File: src/rtl/nearest_target_go_to_goal_controller_defines.svh
// Assertion macros used by the controller (ngtg_ctrl).
`ifndef NEAREST_TARGET_GO_TO_GOAL_CONTROLLER_DEFINES_SVH
`define NEAREST_TARGET_GO_TO_GOAL_CONTROLLER_DEFINES_SVH

// Same-cycle implication under reset.
`define NGTG_ASSERT_NOW(lbl, ck, rstn, ante, cons, msg) \
	lbl: assert property (@(posedge ck) disable iff (!rstn) (ante) |-> (cons)) else $error(msg);

// Next-cycle implication under reset.
`define NGTG_ASSERT_NEXT(lbl, ck, rstn, ante, cons, msg) \
	lbl: assert property (@(posedge ck) disable iff (!rstn) (ante) |=> (cons)) else $error(msg);

`endif

File: src/rtl/ngtg_pkg.sv
package ngtg_pkg;

	// Item commands
	localparam logic [1:0] CMD_POSE   = 2'd0;
	localparam logic [1:0] CMD_CAND   = 2'd1;
	localparam logic [1:0] CMD_TICK   = 2'd2;
	localparam logic [1:0] CMD_UNUSED = 2'd3;

	// Register indexes
	localparam logic [2:0] REG_LIN_GAIN = 3'd0;
	localparam logic [2:0] REG_ANG_GAIN = 3'd1;
	localparam logic [2:0] REG_DEADZONE = 3'd2;
	localparam logic [2:0] REG_HOME_X   = 3'd3;
	localparam logic [2:0] REG_HOME_Y   = 3'd4;
	localparam logic [2:0] REG_SEARCH   = 3'd5;

	localparam int PADDR_W = 5;

	// Angles in Q3.13
	localparam logic signed [17:0] ANG_PI      = 18'sd25736;
	localparam logic signed [17:0] ANG_TWO_PI  = 18'sd51472;
	localparam logic signed [17:0] ANG_HALF_PI = 18'sd12868;

	// Sequencer lengths
	localparam logic [4:0] CORDIC_STEPS = 5'd14;
	localparam logic [4:0] ITER_LAST    = 5'd16;

	localparam logic signed [15:0] GOAL_RESET = 16'sd11264;

	typedef enum logic [2:0] {
		S_IDLE,
		S_POSE,
		S_CAND_SQ,
		S_CAND_UPD,
		S_TICK_SQ,
		S_TICK_CHK,
		S_TICK_ITER,
		S_TICK_OUT
	} state_t;

	typedef struct packed {
		logic [7:0]  lin_gain;
		logic [7:0]  ang_gain;
		logic [15:0] deadzone;
		logic [14:0] home_x;
		logic [14:0] home_y;
		logic [14:0] search_limit;
	} cfg_t;

	typedef struct packed {
		logic ld_item;
		logic ld_pose;
		logic cand_sq;
		logic cand_upd;
		logic tick_sq;
		logic iter_init;
		logic iter_step;
		logic cordic_en;
		logic fin_mul;
		logic ld_out;
	} dp_cmd_t;

	typedef struct packed {
		logic [1:0] item_cmd;
		logic       in_zone;
	} dp_stat_t;

	// CORDIC arctangent table, Q3.13
	function automatic logic signed [17:0] atan_lut(input logic [3:0] idx);
		logic signed [17:0] v;
		case (idx)
			4'd0:    v = 18'sd6434;
			4'd1:    v = 18'sd3798;
			4'd2:    v = 18'sd2007;
			4'd3:    v = 18'sd1019;
			4'd4:    v = 18'sd511;
			4'd5:    v = 18'sd256;
			4'd6:    v = 18'sd128;
			4'd7:    v = 18'sd64;
			4'd8:    v = 18'sd32;
			4'd9:    v = 18'sd16;
			4'd10:   v = 18'sd8;
			4'd11:   v = 18'sd4;
			4'd12:   v = 18'sd2;
			4'd13:   v = 18'sd1;
			default: v = 18'sd0;
		endcase
		return v;
	endfunction

endpackage

File: src/rtl/ngtg_in_if.sv
interface ngtg_in_if;
	logic              valid;
	logic              ready;
	logic [1:0]        command;
	logic signed [15:0] pos_x;
	logic signed [15:0] pos_y;
	logic signed [15:0] heading;
	logic              entry_valid;
	logic              last_entry;

	modport source(output valid, command, pos_x, pos_y, heading, entry_valid, last_entry,
		input ready);
	modport sink(input valid, command, pos_x, pos_y, heading, entry_valid, last_entry,
		output ready);
endinterface

File: src/rtl/ngtg_out_if.sv
interface ngtg_out_if;
	logic              valid;
	logic              ready;
	logic [15:0]       linear_speed;
	logic signed [16:0] angular_rate;
	logic              at_target;

	modport source(output valid, linear_speed, angular_rate, at_target, input ready);
	modport sink(input valid, linear_speed, angular_rate, at_target, output ready);
endinterface

File: src/rtl/ngtg_datapath.sv
module ngtg_datapath (
	input  logic               clk,
	input  logic               arst_n,
	input  ngtg_pkg::cfg_t     cfg,
	input  ngtg_pkg::dp_cmd_t  cmd,
	input  logic [4:0]         step_idx,
	input  logic [1:0]         command,
	input  logic signed [15:0] pos_x,
	input  logic signed [15:0] pos_y,
	input  logic signed [15:0] heading,
	input  logic               entry_valid,
	input  logic               last_entry,
	output ngtg_pkg::dp_stat_t stat,
	output logic [15:0]        linear_speed,
	output logic signed [16:0] angular_rate,
	output logic               at_target
);
	import ngtg_pkg::*;

	// Latched item
	logic [1:0]         it_cmd_q;
	logic signed [15:0] it_x_q, it_y_q, it_hd_q;
	logic               it_ev_q, it_last_q;

	// Pose, goal and list state
	logic signed [15:0] robot_x_q, robot_y_q, robot_hd_q;
	logic signed [15:0] goal_x_q, goal_y_q, best_x_q, best_y_q;
	logic [31:0]        best_d2_q;
	logic               in_list_q;

	// Squares
	logic [32:0] sqa_q, sqb_q;
	logic [31:0] dz2_q;
	logic        zone_q, zvec_q;

	// Iteration state
	logic [33:0]        n_q;
	logic [19:0]        rem_q;
	logic [16:0]        root_q;
	logic signed [33:0] cx_q, cy_q;
	logic signed [17:0] cz_q;

	// Final products
	logic [24:0]        sp_prod_q;
	logic signed [26:0] rt_prod_q;

	// Output word
	logic [15:0]        speed_q;
	logic signed [16:0] rate_q;
	logic               at_q;

	logic signed [16:0] dx, dy, ex, ey, opa, opb;
	logic signed [33:0] pa, pb;
	logic [33:0]        d2_sum;
	logic [31:0]        d2_sat;
	logic               cand_better;
	logic [31:0]        best_d2_cur;
	logic signed [15:0] best_x_cur, best_y_cur;
	logic signed [33:0] xi, yi, xs, ys;
	logic [19:0]        rem_sh, trial;
	logic signed [17:0] z_eff, e_raw, e_wrap;
	logic signed [20:0] rt_shift;

	// Error vectors and shared square multipliers
	assign dx  = 17'(robot_x_q) - 17'(it_x_q);
	assign dy  = 17'(robot_y_q) - 17'(it_y_q);
	assign ex  = 17'(goal_x_q) - 17'(robot_x_q);
	assign ey  = 17'(goal_y_q) - 17'(robot_y_q);
	assign opa = cmd.tick_sq ? ex : dx;
	assign opb = cmd.tick_sq ? ey : dy;
	assign pa  = opa * opa;
	assign pb  = opb * opb;

	assign d2_sum = {1'b0, sqa_q} + {1'b0, sqb_q};
	assign d2_sat = (d2_sum[33:32] != 2'b00) ? 32'hFFFF_FFFF : d2_sum[31:0];

	// Best candidate as seen in this update (list start already applied)
	assign best_d2_cur = best_d2_q;
	assign cand_better = it_ev_q && (d2_sat < best_d2_cur);
	assign best_x_cur  = cand_better ? it_x_q : best_x_q;
	assign best_y_cur  = cand_better ? it_y_q : best_y_q;

	// CORDIC operands
	assign xi = {{3{ex[16]}}, ex, 14'd0};
	assign yi = {{3{ey[16]}}, ey, 14'd0};
	assign xs = cx_q >>> step_idx;
	assign ys = cy_q >>> step_idx;

	// Square root step
	assign rem_sh = {rem_q[17:0], n_q[33:32]};
	assign trial  = {1'b0, root_q, 2'b01};

	// Heading error, wrapped once
	assign z_eff  = zvec_q ? 18'sd0 : cz_q;
	assign e_raw  = z_eff - 18'(it_hd_q);
	always_comb begin
		if (e_raw < -ANG_PI)
			e_wrap = e_raw + ANG_TWO_PI;
		else if (e_raw > ANG_PI)
			e_wrap = e_raw - ANG_TWO_PI;
		else
			e_wrap = e_raw;
	end

	assign rt_shift = 21'(rt_prod_q >>> 6);

	// Item latch
	always_ff @(posedge clk) begin
		if (cmd.ld_item) begin
			it_cmd_q  <= command;
			it_x_q    <= pos_x;
			it_y_q    <= pos_y;
			it_hd_q   <= heading;
			it_ev_q   <= entry_valid;
			it_last_q <= last_entry;
		end else if (cmd.tick_sq) begin
			// tick uses the stored heading
			it_hd_q <= robot_hd_q;
		end
	end

	// Pose, goal and list state
	always_ff @(posedge clk or negedge arst_n) begin
		if (!arst_n) begin
			robot_x_q  <= '0;
			robot_y_q  <= '0;
			robot_hd_q <= '0;
			goal_x_q   <= GOAL_RESET;
			goal_y_q   <= GOAL_RESET;
			best_x_q   <= '0;
			best_y_q   <= '0;
			best_d2_q  <= '0;
			in_list_q  <= 1'b0;
		end else begin
			if (cmd.ld_pose) begin
				robot_x_q  <= it_x_q;
				robot_y_q  <= it_y_q;
				robot_hd_q <= it_hd_q;
			end
			if (cmd.cand_sq && !in_list_q) begin
				best_d2_q <= {17'd0, cfg.search_limit} * {17'd0, cfg.search_limit};
				best_x_q  <= 16'({1'b0, cfg.home_x});
				best_y_q  <= 16'({1'b0, cfg.home_y});
				in_list_q <= 1'b1;
			end
			if (cmd.cand_upd) begin
				if (cand_better) begin
					best_d2_q <= d2_sat;
					best_x_q  <= it_x_q;
					best_y_q  <= it_y_q;
				end
				if (it_last_q) begin
					goal_x_q  <= best_x_cur;
					goal_y_q  <= best_y_cur;
					in_list_q <= 1'b0;
				end
			end
		end
	end

	// Squares and deadzone bound
	always_ff @(posedge clk) begin
		if (cmd.cand_sq || cmd.tick_sq) begin
			sqa_q <= pa[32:0];
			sqb_q <= pb[32:0];
		end
		if (cmd.tick_sq)
			dz2_q <= cfg.deadzone * cfg.deadzone;
	end

	// Square root and CORDIC iterations
	always_ff @(posedge clk) begin
		if (cmd.iter_init) begin
			zone_q <= d2_sum < {2'b00, dz2_q};
			zvec_q <= (ex == 17'sd0) && (ey == 17'sd0);
			n_q    <= d2_sum;
			rem_q  <= '0;
			root_q <= '0;
			if (xi < 0) begin
				if (yi >= 0) begin
					cx_q <= yi;
					cy_q <= -xi;
					cz_q <= ANG_HALF_PI;
				end else begin
					cx_q <= -yi;
					cy_q <= xi;
					cz_q <= -ANG_HALF_PI;
				end
			end else begin
				cx_q <= xi;
				cy_q <= yi;
				cz_q <= '0;
			end
		end else if (cmd.iter_step) begin
			n_q <= {n_q[31:0], 2'b00};
			if (rem_sh >= trial) begin
				rem_q  <= rem_sh - trial;
				root_q <= {root_q[15:0], 1'b1};
			end else begin
				rem_q  <= rem_sh;
				root_q <= {root_q[15:0], 1'b0};
			end
			if (cmd.cordic_en) begin
				if (!cy_q[33]) begin
					cx_q <= cx_q + ys;
					cy_q <= cy_q - xs;
					cz_q <= cz_q + atan_lut(step_idx[3:0]);
				end else begin
					cx_q <= cx_q - ys;
					cy_q <= cy_q + xs;
					cz_q <= cz_q - atan_lut(step_idx[3:0]);
				end
			end
		end
	end

	// Gain products
	always_ff @(posedge clk) begin
		if (cmd.fin_mul) begin
			sp_prod_q <= root_q * cfg.lin_gain;
			rt_prod_q <= e_wrap * $signed({1'b0, cfg.ang_gain});
		end
	end

	// Output word with saturation
	always_ff @(posedge clk) begin
		if (cmd.ld_out) begin
			if (zone_q) begin
				speed_q <= '0;
				rate_q  <= '0;
				at_q    <= 1'b1;
			end else begin
				speed_q <= (sp_prod_q[24:20] != 5'd0) ? 16'hFFFF : sp_prod_q[19:4];
				if (rt_shift > 21'sd65535)
					rate_q <= 17'sd65535;
				else if (rt_shift < -21'sd65536)
					rate_q <= -17'sd65536;
				else
					rate_q <= rt_shift[16:0];
				at_q <= 1'b0;
			end
		end
	end

	assign stat.item_cmd = it_cmd_q;
	assign stat.in_zone  = d2_sum < {2'b00, dz2_q};

	assign linear_speed = speed_q;
	assign angular_rate = rate_q;
	assign at_target    = at_q;
endmodule

File: src/rtl/ngtg_ctrl.sv
`include "nearest_target_go_to_goal_controller_defines.svh"

module ngtg_ctrl (
	input  logic               clk,
	input  logic               arst_n,
	input  logic               in_valid,
	output logic               in_ready,
	output logic               out_valid,
	input  logic               out_ready,
	input  ngtg_pkg::dp_stat_t stat,
	output ngtg_pkg::dp_cmd_t  cmd,
	output logic [4:0]         step_idx
);
	import ngtg_pkg::*;

	state_t     state_q, state_d;
	logic [4:0] cnt_q, cnt_d;
	logic       out_valid_q, out_valid_d;

	// State, step counter and output valid
	always_ff @(posedge clk or negedge arst_n) begin
		if (!arst_n) begin
			state_q     <= S_IDLE;
			cnt_q       <= '0;
			out_valid_q <= 1'b0;
		end else begin
			state_q     <= state_d;
			cnt_q       <= cnt_d;
			out_valid_q <= out_valid_d;
		end
	end

	// Next state and commands
	always_comb begin
		state_d     = state_q;
		cnt_d       = cnt_q;
		cmd         = '0;
		in_ready    = 1'b0;
		out_valid_d = out_valid_q && !out_ready;
		case (state_q)
			S_IDLE: begin
				in_ready = 1'b1;
				if (in_valid) begin
					cmd.ld_item = 1'b1;
					state_d     = S_POSE;
				end
			end
			S_POSE: begin
				// dispatch on the latched command; unused code just returns
				case (stat.item_cmd)
					CMD_POSE: begin
						cmd.ld_pose = 1'b1;
						state_d     = S_IDLE;
					end
					CMD_CAND: state_d = S_CAND_SQ;
					CMD_TICK: state_d = S_TICK_SQ;
					default:  state_d = S_IDLE;
				endcase
			end
			S_CAND_SQ: begin
				cmd.cand_sq = 1'b1;
				state_d     = S_CAND_UPD;
			end
			S_CAND_UPD: begin
				cmd.cand_upd = 1'b1;
				state_d      = S_IDLE;
			end
			S_TICK_SQ: begin
				cmd.tick_sq = 1'b1;
				state_d     = S_TICK_CHK;
			end
			S_TICK_CHK: begin
				cmd.iter_init = 1'b1;
				cnt_d         = '0;
				state_d       = stat.in_zone ? S_TICK_OUT : S_TICK_ITER;
			end
			S_TICK_ITER: begin
				cmd.iter_step = 1'b1;
				cmd.cordic_en = cnt_q < CORDIC_STEPS;
				cnt_d         = cnt_q + 5'd1;
				if (cnt_q == ITER_LAST) begin
					cmd.fin_mul = 1'b0;
					state_d     = S_TICK_OUT;
				end
			end
			S_TICK_OUT: begin
				// after the iteration loop, one extra pass computes the gain products first
				if (cnt_q == ITER_LAST + 5'd1) begin
					cmd.fin_mul = 1'b1;
					cnt_d       = '0;
				end else if (!out_valid_q || out_ready) begin
					cmd.ld_out  = 1'b1;
					out_valid_d = 1'b1;
					state_d     = S_IDLE;
				end
			end
			default: state_d = S_IDLE;
		endcase
	end

	assign out_valid = out_valid_q;
	assign step_idx  = cnt_q;

	`NGTG_ASSERT_NEXT(a_out_load, clk, arst_n, cmd.ld_out, out_valid_q, "output not flagged after load")
	`NGTG_ASSERT_NOW(a_cnt_range, clk, arst_n, state_q == S_TICK_ITER, cnt_q <= ITER_LAST, "iteration count overrun")
	`NGTG_ASSERT_NEXT(a_iter_exit, clk, arst_n, (state_q == S_TICK_ITER) && (cnt_q == ITER_LAST), state_q == S_TICK_OUT, "iteration did not finish")
	`NGTG_ASSERT_NOW(a_no_overwrite, clk, arst_n, cmd.ld_out, !out_valid_q || out_ready, "output word overwritten")
endmodule

File: src/rtl/nearest_target_go_to_goal_controller.sv
// Nearest-target go-to-goal controller.
// Input channel in_ch carries one word per item: command 0 stores the robot
// pose, command 1 is a candidate in a list closed by last_entry, command 2 is a
// control tick. Only ticks produce an output word on out_ch (linear_speed,
// angular_rate, at_target); command 3 is dropped.
// Flow: the input is taken one item at a time. A tick is squared and checked
// against the deadzone; outside it, the 17-step bit-serial square root runs
// alongside the 14-step CORDIC angle search in one shared iteration loop,
// followed by a gain-product pass, before the tick's word is loaded.
// A finished word sits in the output register; the next item is accepted
// while it waits. A tick that completes while that word is still unread holds
// in its last state until out_ch.ready frees the register.
// The gains, deadzone, home point and search limit are written over the APB
// port; the user must write them only while the block is idle, the block
// itself does not enforce this. Reset (arst_n low) restores register defaults,
// clears the pose, sets the goal to 5.5/5.5 and drops any pending word.
module nearest_target_go_to_goal_controller (
	input  logic                          clk,
	input  logic                          arst_n,
	ngtg_in_if.sink                       in_ch,
	ngtg_out_if.source                    out_ch,
	input  logic                          psel,
	input  logic                          penable,
	input  logic                          pwrite,
	input  logic [ngtg_pkg::PADDR_W-1:0]  paddr,
	input  logic [31:0]                   pwdata,
	output logic [31:0]                   prdata,
	output logic                          pready
);
	import ngtg_pkg::*;

	cfg_t       cfg_q;
	dp_cmd_t    cmd;
	dp_stat_t   stat;
	logic [4:0] step_idx;
	logic       wr_en;
	logic [2:0] reg_idx;

	assign pready  = 1'b1;
	assign wr_en   = psel && penable && pwrite;
	assign reg_idx = paddr[4:2];

	// Register file
	always_ff @(posedge clk or negedge arst_n) begin
		if (!arst_n) begin
			cfg_q.lin_gain     <= 8'd32;
			cfg_q.ang_gain     <= 8'd96;
			cfg_q.deadzone     <= 16'd410;
			cfg_q.home_x       <= 15'd11355;
			cfg_q.home_y       <= 15'd11355;
			cfg_q.search_limit <= 15'd31949;
		end else if (wr_en) begin
			case (reg_idx)
				REG_LIN_GAIN: cfg_q.lin_gain     <= pwdata[7:0];
				REG_ANG_GAIN: cfg_q.ang_gain     <= pwdata[7:0];
				REG_DEADZONE: cfg_q.deadzone     <= pwdata[15:0];
				REG_HOME_X:   cfg_q.home_x       <= pwdata[14:0];
				REG_HOME_Y:   cfg_q.home_y       <= pwdata[14:0];
				REG_SEARCH:   cfg_q.search_limit <= pwdata[14:0];
				default:      ;
			endcase
		end
	end

	// Read back
	always_comb begin
		case (reg_idx)
			REG_LIN_GAIN: prdata = {24'd0, cfg_q.lin_gain};
			REG_ANG_GAIN: prdata = {24'd0, cfg_q.ang_gain};
			REG_DEADZONE: prdata = {16'd0, cfg_q.deadzone};
			REG_HOME_X:   prdata = {17'd0, cfg_q.home_x};
			REG_HOME_Y:   prdata = {17'd0, cfg_q.home_y};
			REG_SEARCH:   prdata = {17'd0, cfg_q.search_limit};
			default:      prdata = '0;
		endcase
	end

	ngtg_ctrl u_ctrl (
		.clk       (clk),
		.arst_n    (arst_n),
		.in_valid  (in_ch.valid),
		.in_ready  (in_ch.ready),
		.out_valid (out_ch.valid),
		.out_ready (out_ch.ready),
		.stat      (stat),
		.cmd       (cmd),
		.step_idx  (step_idx)
	);

	ngtg_datapath u_dp (
		.clk          (clk),
		.arst_n       (arst_n),
		.cfg          (cfg_q),
		.cmd          (cmd),
		.step_idx     (step_idx),
		.command      (in_ch.command),
		.pos_x        (in_ch.pos_x),
		.pos_y        (in_ch.pos_y),
		.heading      (in_ch.heading),
		.entry_valid  (in_ch.entry_valid),
		.last_entry   (in_ch.last_entry),
		.stat         (stat),
		.linear_speed (out_ch.linear_speed),
		.angular_rate (out_ch.angular_rate),
		.at_target    (out_ch.at_target)
	);
endmodule
File: src/flat_wrapper.sv
// flat-port wrapper written by rule: the top's interface ports become plain ports
module nearest_target_go_to_goal_controller_flat import ngtg_pkg::*;
  (clk, arst_n, psel, penable, pwrite, paddr, pwdata, prdata, pready, in_ch_valid, in_ch_command, in_ch_pos_x, in_ch_pos_y, in_ch_heading, in_ch_entry_valid, in_ch_last_entry, in_ch_ready, out_ch_valid, out_ch_linear_speed, out_ch_angular_rate, out_ch_at_target, out_ch_ready);
  ngtg_in_if in_ch_i ();
  ngtg_out_if out_ch_i ();
  input  logic clk;
  input  logic arst_n;
  input  logic psel;
  input  logic penable;
  input  logic pwrite;
  input  logic [ngtg_pkg::PADDR_W-1:0] paddr;
  input  logic [31:0] pwdata;
  output logic [31:0] prdata;
  output logic pready;
  input wire logic [$bits(in_ch_i.valid)-1:0] in_ch_valid;
  input wire logic [$bits(in_ch_i.command)-1:0] in_ch_command;
  input wire logic [$bits(in_ch_i.pos_x)-1:0] in_ch_pos_x;
  input wire logic [$bits(in_ch_i.pos_y)-1:0] in_ch_pos_y;
  input wire logic [$bits(in_ch_i.heading)-1:0] in_ch_heading;
  input wire logic [$bits(in_ch_i.entry_valid)-1:0] in_ch_entry_valid;
  input wire logic [$bits(in_ch_i.last_entry)-1:0] in_ch_last_entry;
  output wire logic [$bits(in_ch_i.ready)-1:0] in_ch_ready;
  output wire logic [$bits(out_ch_i.valid)-1:0] out_ch_valid;
  output wire logic [$bits(out_ch_i.linear_speed)-1:0] out_ch_linear_speed;
  output wire logic [$bits(out_ch_i.angular_rate)-1:0] out_ch_angular_rate;
  output wire logic [$bits(out_ch_i.at_target)-1:0] out_ch_at_target;
  input wire logic [$bits(out_ch_i.ready)-1:0] out_ch_ready;
  assign in_ch_i.valid = in_ch_valid;
  assign in_ch_i.command = in_ch_command;
  assign in_ch_i.pos_x = in_ch_pos_x;
  assign in_ch_i.pos_y = in_ch_pos_y;
  assign in_ch_i.heading = in_ch_heading;
  assign in_ch_i.entry_valid = in_ch_entry_valid;
  assign in_ch_i.last_entry = in_ch_last_entry;
  assign in_ch_ready = in_ch_i.ready;
  assign out_ch_valid = out_ch_i.valid;
  assign out_ch_linear_speed = out_ch_i.linear_speed;
  assign out_ch_angular_rate = out_ch_i.angular_rate;
  assign out_ch_at_target = out_ch_i.at_target;
  assign out_ch_i.ready = out_ch_ready;
  nearest_target_go_to_goal_controller u_core (.clk(clk), .arst_n(arst_n), .in_ch(in_ch_i), .out_ch(out_ch_i), .psel(psel), .penable(penable), .pwrite(pwrite), .paddr(paddr), .pwdata(pwdata), .prdata(prdata), .pready(pready));
endmodule
File: config.mk
export PLATFORM = sky130hd
export DESIGN_NAME = nearest_target_go_to_goal_controller_flat
export DESIGN_NICKNAME = d
export VERILOG_FILES = /design/src/rtl/ngtg_pkg.sv /design/src/rtl/ngtg_in_if.sv /design/src/rtl/ngtg_out_if.sv /design/src/rtl/ngtg_datapath.sv /design/src/rtl/ngtg_ctrl.sv /design/src/rtl/nearest_target_go_to_goal_controller.sv /design/src/flat_wrapper.sv
export VERILOG_INCLUDE_DIRS = /design/src /design/src/rtl
export SDC_FILE = /design/constraint.sdc
export NUM_CORES = 2
export LEC_CHECK = 0
export BUFFER_PORTS_ARGS = -buffer_cell sky130_fd_sc_hd__buf_2
export CAP_MARGIN = 30
export CELL_PAD_IN_SITES_DETAIL_PLACEMENT = 0
export CELL_PAD_IN_SITES_GLOBAL_PLACEMENT = 1
export CORE_MARGIN = 1.5
export CORE_UTILIZATION = 30
export CTS_CLUSTER_DIAMETER = 100
export DETAILED_ROUTE_END_ITERATION = 12
export PLACE_DENSITY_LB_ADDON = 0.1
export SYNTH_ARGS = -nofsm -noshare
export SYNTH_HDL_FRONTEND = slang
export SYNTH_SLANG_ARGS = --single-unit
File: constraint.sdc
create_clock -name clk -period 10.7 [get_ports clk]
set_clock_uncertainty 0.1 [all_clocks]
set_input_delay 2.14 -clock clk [delete_from_list [all_inputs] [get_ports clk]]
set_output_delay 2.14 -clock clk [all_outputs]
set_load 0.02 [all_outputs]
# Word level (Yosys, flattened, before mapping)
# Memory sizes are Yosys's and may differ from the RTL's.
# Index checks and enable logic that the tools add are counted.
dict set report op_classes {
  multipliers 6
  n_lt_le_gt_ge 10
  n_eq_ne 21
  n_addsub 18
  n_shift 2
  n_reduce_logical 33
  n_mux 84
}
# cell count
set ops {}
lappend ops {{two-way mux 34 bit} 14}
lappend ops {{two-way mux 18 bit} 18}
lappend ops {{two-way mux 16 bit} 12}
lappend ops {{two-way mux 32 bit} 4}
lappend ops {{one-hot mux 16 bit (6 select lines)} 1}
lappend ops {{adder 34 bit} 2}
lappend ops {{negator 31 -> 34 bit} 2}
lappend ops {{>>> shifter 34 x 5 -> 34 bit} 2}
lappend ops {{subtractor 16 x 16 -> 17 bit} 4}
lappend ops {{subtractor 34 bit} 2}
lappend ops {{multiplier 17 x 17 -> 33 bit} 2}
lappend ops {{two-way mux 17 bit} 3}
lappend ops {{subtractor 18 bit} 2}
lappend ops {{adder 33 x 33 -> 34 bit} 1}
lappend ops {{zero test 17 bit} 2}
lappend ops {{less-than comparator 34 x 32 -> 1 bit} 1}
lappend ops {{less-than comparator 32 bit} 1}
lappend ops {{multiplier 16 x 16 -> 32 bit} 1}
lappend ops {{greater-or-equal comparator 31 x 1 -> 1 bit (second input constant)} 1}
lappend ops {{less-than comparator 31 x 1 -> 1 bit (second input constant)} 1}
lappend ops {{multiplier 15 x 15 -> 30 bit} 1}
lappend ops {{multiplier 18 x 9 -> 27 bit} 1}
lappend ops {{multiplier 17 x 8 -> 25 bit} 1}
lappend ops {{one-hot mux 3 bit (8 select lines)} 1}
lappend ops {{35 further kinds} 94}
dict set report word_totals {
  output_inout_bits 69
  mem_count 2
  elab_cells 217
  input_bits 96
  regBits 624
  rom_bits 416
}
# name words word_bits read_ports rd_clocked_by_memory_dff write_ports line_no
set mem_list {}
lappend mem_list {{(no name shown)} 16 13 1 0 0 ngtg_pkg.sv:71} ;# case (idx)
lappend mem_list {{(no name shown)} 16 13 1 0 0 ngtg_pkg.sv:71}

# Longest topological paths before layout
dict set report logic_depth {
  ltp_word 10
  depth_mapped 41
  mapped_depth_nobuf 40
}

# Modules after synthesis
# A second synthesis with hierarchy kept.
dict set report hier_totals {
  cells_unflattened 9122
  area_unflattened_um2 85150.4
}
# module n_inst cells_per_inst area_per_inst_um2 seq_area_each_um2
set modules_own_cells {}
lappend modules_own_cells {ngtg_datapath 1 8777 80707.4 14696.6}
lappend modules_own_cells {nearest_target_go_to_goal_controller 1 269 3778.6 1969.4}
lappend modules_own_cells {ngtg_ctrl 1 76 664.4 225.2}

# Least setup slack after synthesis
# Ideal clock, no wire load.
dict set report synth_path {
  path_type {reg2reg}
  start {reg u_core.u_dp.zvec_q}
  end {reg u_core.u_dp.rt_prod_q[26], data pin}
  n_path_buf 2
  path_stages_with_launch 37
  synth_period_minus_slack_ns 9.096
  required_ns 10.340
  setup_ns 0.260
  path_slack_ns 1.604
  arrival_ns 8.736
  path_cell_list {edfxtp_1 clkbuf_1 nand2b_1 ha_1 fa_1 nor2b_1 o21ai_0 xnor2_1 ha_1 nand4_1 a2111oi_0 o211ai_1 a311oi_1 or2_0 clkbuf_1 o32ai_1 xnor2_1 nand2_1 fa_1 inv_1 fa_1 fa_1 inv_1 fa_1 inv_1 ha_1 a21o_1 a21o_1 a221o_1 a21o_1 a41o_1 o311a_1 o21a_1 nor2_1 a21oi_1 a21oi_1 xnor2_1}
}
dict set report synth_via {
  elab_chain_len 6
  elab_cells_between_ends 9
  cone_classes {add/sub (3); mul (1); order compare (2); mux (3)}
}
# item line_no
set synth_rtl {}
lappend synth_rtl {{start, declared} ngtg_datapath.sv:34} ;# logic zone_q, zvec_q;
lappend synth_rtl {{start signal, assigned} ngtg_datapath.sv:175} ;# zvec_q <= (ex == 17'sd0) && (ey == 17'sd0);
lappend synth_rtl {{two-way mux 18 bit (*)} ngtg_datapath.sv:94} ;# assign z_eff = zvec_q ? 18'sd0 : cz_q;
lappend synth_rtl {{subtractor 18 x 16 -> 18 bit (*)} ngtg_datapath.sv:95} ;# assign e_raw = z_eff - 18'(it_hd_q);
lappend synth_rtl {{subtractor 18 x 17 -> 18 bit or greater-than comparator 18 x 16 -> 1 bit (tied branches)} {ngtg_datapath.sv:100, ngtg_datapath.sv:99}}
lappend synth_rtl {{two-way mux 18 bit} ngtg_datapath.sv:99} ;# else if (e_raw > ANG_PI)
lappend synth_rtl {{two-way mux 18 bit (*)} ngtg_datapath.sv:97} ;# if (e_raw < -ANG_PI)
lappend synth_rtl {{multiplier 18 x 9 -> 27 bit (*)} ngtg_datapath.sv:221} ;# rt_prod_q <= e_wrap * $signed({1'b0, cfg.ang_gain});
lappend synth_rtl {{end signal, assigned} ngtg_datapath.sv:221}
lappend synth_rtl {{end, declared} ngtg_datapath.sv:45} ;# logic signed [26:0] rt_prod_q;
# Every way passes the cells marked *; elsewhere a longest branch is shown, timed or not.
# A chain may end at the register's enable or synchronous reset.

# Worst setup path after layout
# Same ends and word-level chain as after synthesis.

==> reports/summary.txt <==
Outcome -> complete, but fails checks
Failing checks -> DRC
Area fraction of the dominant cell type after synthesis -> 24.7%
Via Count -> 62900
Die Height -> 533 um
Seq/Total Area, Yosys -> 20.0%
Rel. slew slack -> 27.6%
Worst skew pair latency -> 760 ps
Synth Area in Adders -> 35.6%
Die X -> 533 um
Drt via density -> 4.87
Most frequent cell after synthesis -> inv_1
Clock transition at path regs -> 60 ps
Slowest cell on the critical path -> a2111oi_0
Number of port buffers -> 129
Initial core utilization -> 30.2%
Slew Limit Fails -> 0
Post-cts resize count -> 0
Total GRT Usage -> 19.0%
Largest net degree at the start of global routing -> 82
Period utilization -> 92.1%
WL met3 -> 8070 um
Final HPWL DP -> 216000 um
Htree depth -> 3
Endpoints failing setup -> 0
Clock root cell -> clkbuf_16
FP Rows -> 194
Nets -> 11000
Hold Buf Count CTS -> 0
Critical path arrival -> 10250 ps
IO Count -> 165
Vias in the first global route -> 66500
Layout cells sized above 1 -> 8.79%
Post-synthesis simple-gate area fraction -> 13.1%
Top post-synthesis cells by area -> fa_1 (25%), edfxtp_1 (12%), ha_1 (11%), inv_1 (6.9%), dfrtp_1 (5.7%)
Routability cong. -> 0.866
Post-Route M1 WL -> 125000 um
Max cap viols -> 0
First-pass GRT wire length -> 416000 um
Post-synthesis cell count -> 9075
Tightest Pin Transition -> 1080 ps
Synth Area in Compound Gates -> 12.0%
Min Tclk post-route -> 9850 ps
Highest routed metal layer -> met4
CP most frequent cell -> fa_1
Area share of xor/xnor cells in the synthesized design -> 4.76%
Total wire length -> 267000 um
DR iter-0 viols -> 3199
Setup bufs post-CTS -> 0
Post-Syn Area -> 84300 sq um
DR pass1 iterations -> 12
RSZ-0062 raised after global routing -> false
Leading area contributor after synthesis -> fa_1
#FFs+latches synth -> 611
Synth Warn # -> 0
Num CTS Buffers -> 92
Final ANT Viol Nets -> 0
Initial antenna violation count -> 13
Synth cell count leaders -> inv_1 (1540), fa_1 (1041), nand2_1 (761), ha_1 (731), nor2_1 (671)
Post-synthesis mux area share -> 5.73%
Achievable frequency -> 102 MHz
DRC -> 30
Full die area -> 284000 sq um
Count of final hold-check violations -> 0
Worst-case clock buffer depth -> 3
Drt wl/cell -> 20.7 um
Area of the core -> 279000 sq um
Largest family of logic cells by synthesized area -> adder cells
Hold/Removal Path Class -> flip-flop to flip-flop
Post-synthesis cell type count -> 103
CP Class -> flip-flop to flip-flop
TritonCTS clock tree -> built
Worst setup SP type -> flip-flop
CP max FO -> 7
Mean Syn Cell Area -> 9.29 sq um
Post-synth EDFFs -> 345
CTS sink count -> 611
CP max stage delay -> 560 ps
Synthesis-to-finish area growth -> 10.1%
Grt total ovfl -> 0
Data required, critical path -> 11100 ps
FFs w/ async S/R, synth -> 37.8%
Met2 wire len -> 127000 um
Setup TNS -> 0 ps
Top FF cell, synth -> edfxtp_1
Critical path endpoint category -> flip-flop
==> worst max-delay path: cells and delay by family, from the launching register on <==
kind,cells,cell delay [ps]
XOR/XNOR,3,750
adder cells (fa/ha/maj),8,3370
buffers and inverters,5,560
AND/OR/NAND/NOR,7,1350
AO/OA/AOI/OAI,12,2940
flip-flops,1,500
==> kinds of logic after synthesis <==
kind of cell | Yosys count
buf+inv | 1921
fa+ha+maj | 1772
flops | 611
mux | 383
compound gates | 1577
xor+xnor | 457
other cells | 2
simple gates | 2352
==> state kept, by name, indices dropped and copies added, names as in the netlist, 31 cells and up <==
register                 flops
u_core.cfg_q                77
u_core.u_dp.best_d2_cur     32
u_core.u_dp.cx_q            34
u_core.u_dp.cy_q            34
u_core.u_dp.dz2_q           31
u_core.u_dp.n_q             34
u_core.u_dp.sqa_q           32
u_core.u_dp.sqb_q           32
==> through the flow <==
stage               cell area (sq um)  hold WS [ps]  worst slack (ps)  cells  util (%)
finish                          92800           387               850  12900      33.2
global route                    92800           408              9.99  12900      33.2
CTS                             92700           390               620  12900      33.2
detailed placement              89500           383               660  12700      32.0
global placement                89400           372               731  12700      32.0
floorplan                       84400           324              1600   9090         -
==> per-layer routing <==
metal  vias up  global-route usage (%)
met5         -                       0
met4         0                    4.74
met3       235                    1.83
met2       953                    31.9
met1     31700                    26.1
li1      30000                       -
==> cells in the final DEF, fill, tap and decap left out, types with 129 or more instances in the layout <==
cell,count
nand2_1,760
edfxtp_1,345
a21o_1,157
ha_1,731
xor2_1,161
inv_1,1538
buf_4,149
nor2_1,668
a21oi_1,406
mux2i_1,160
mux2_2,146
dfrtp_1,186
buf_2,129
fa_1,1041
and2_1,299
o21ai_0,368
xnor2_1,295
==> path summary, 6_finish.rpt <==
kind                                              startpoint                                      to  slack [ps]  depth (start not counted)
setup / recovery                u_core.u_dp.zvec_q$_DFFE_PP_     u_core.u_dp.rt_prod_q[26]$_DFFE_PP_         850                         35
hold / removal             u_core.u_dp.rem_q[4]$_SDFFE_PP0P_       u_core.u_dp.rem_q[4]$_SDFFE_PP0P_         390                          2
setup reg to reg                u_core.u_dp.zvec_q$_DFFE_PP_     u_core.u_dp.rt_prod_q[26]$_DFFE_PP_         850                         35
hold reg to reg            u_core.u_dp.rem_q[4]$_SDFFE_PP0P_       u_core.u_dp.rem_q[4]$_SDFFE_PP0P_         390                          2
max in group asynchronous                             arst_n            u_core.cfg_q[24]$_DFFE_PN0P_        7540                          3
min in group asynchronous                             arst_n  u_core.u_dp.robot_hd_q[12]$_DFFE_PN0P_        1160                          1
==> area by class of cell <==
type                            instances  area (sq um)
Clock buffer                          117          2530
Timing Repair Buffer                  288          1990
Antenna cell                            7          17.5
Inverter                             1548          5810
Tap cell                             3724          4660
Clock inverter                         56           704
Fill cell                           29100        187000
Multi-Input combinational cell       6558         60200
Sequential cell                       611         16900
Power is not shown: default switching activity piles up to over one toggle a cycle in this logic, so the estimate is an artifact.
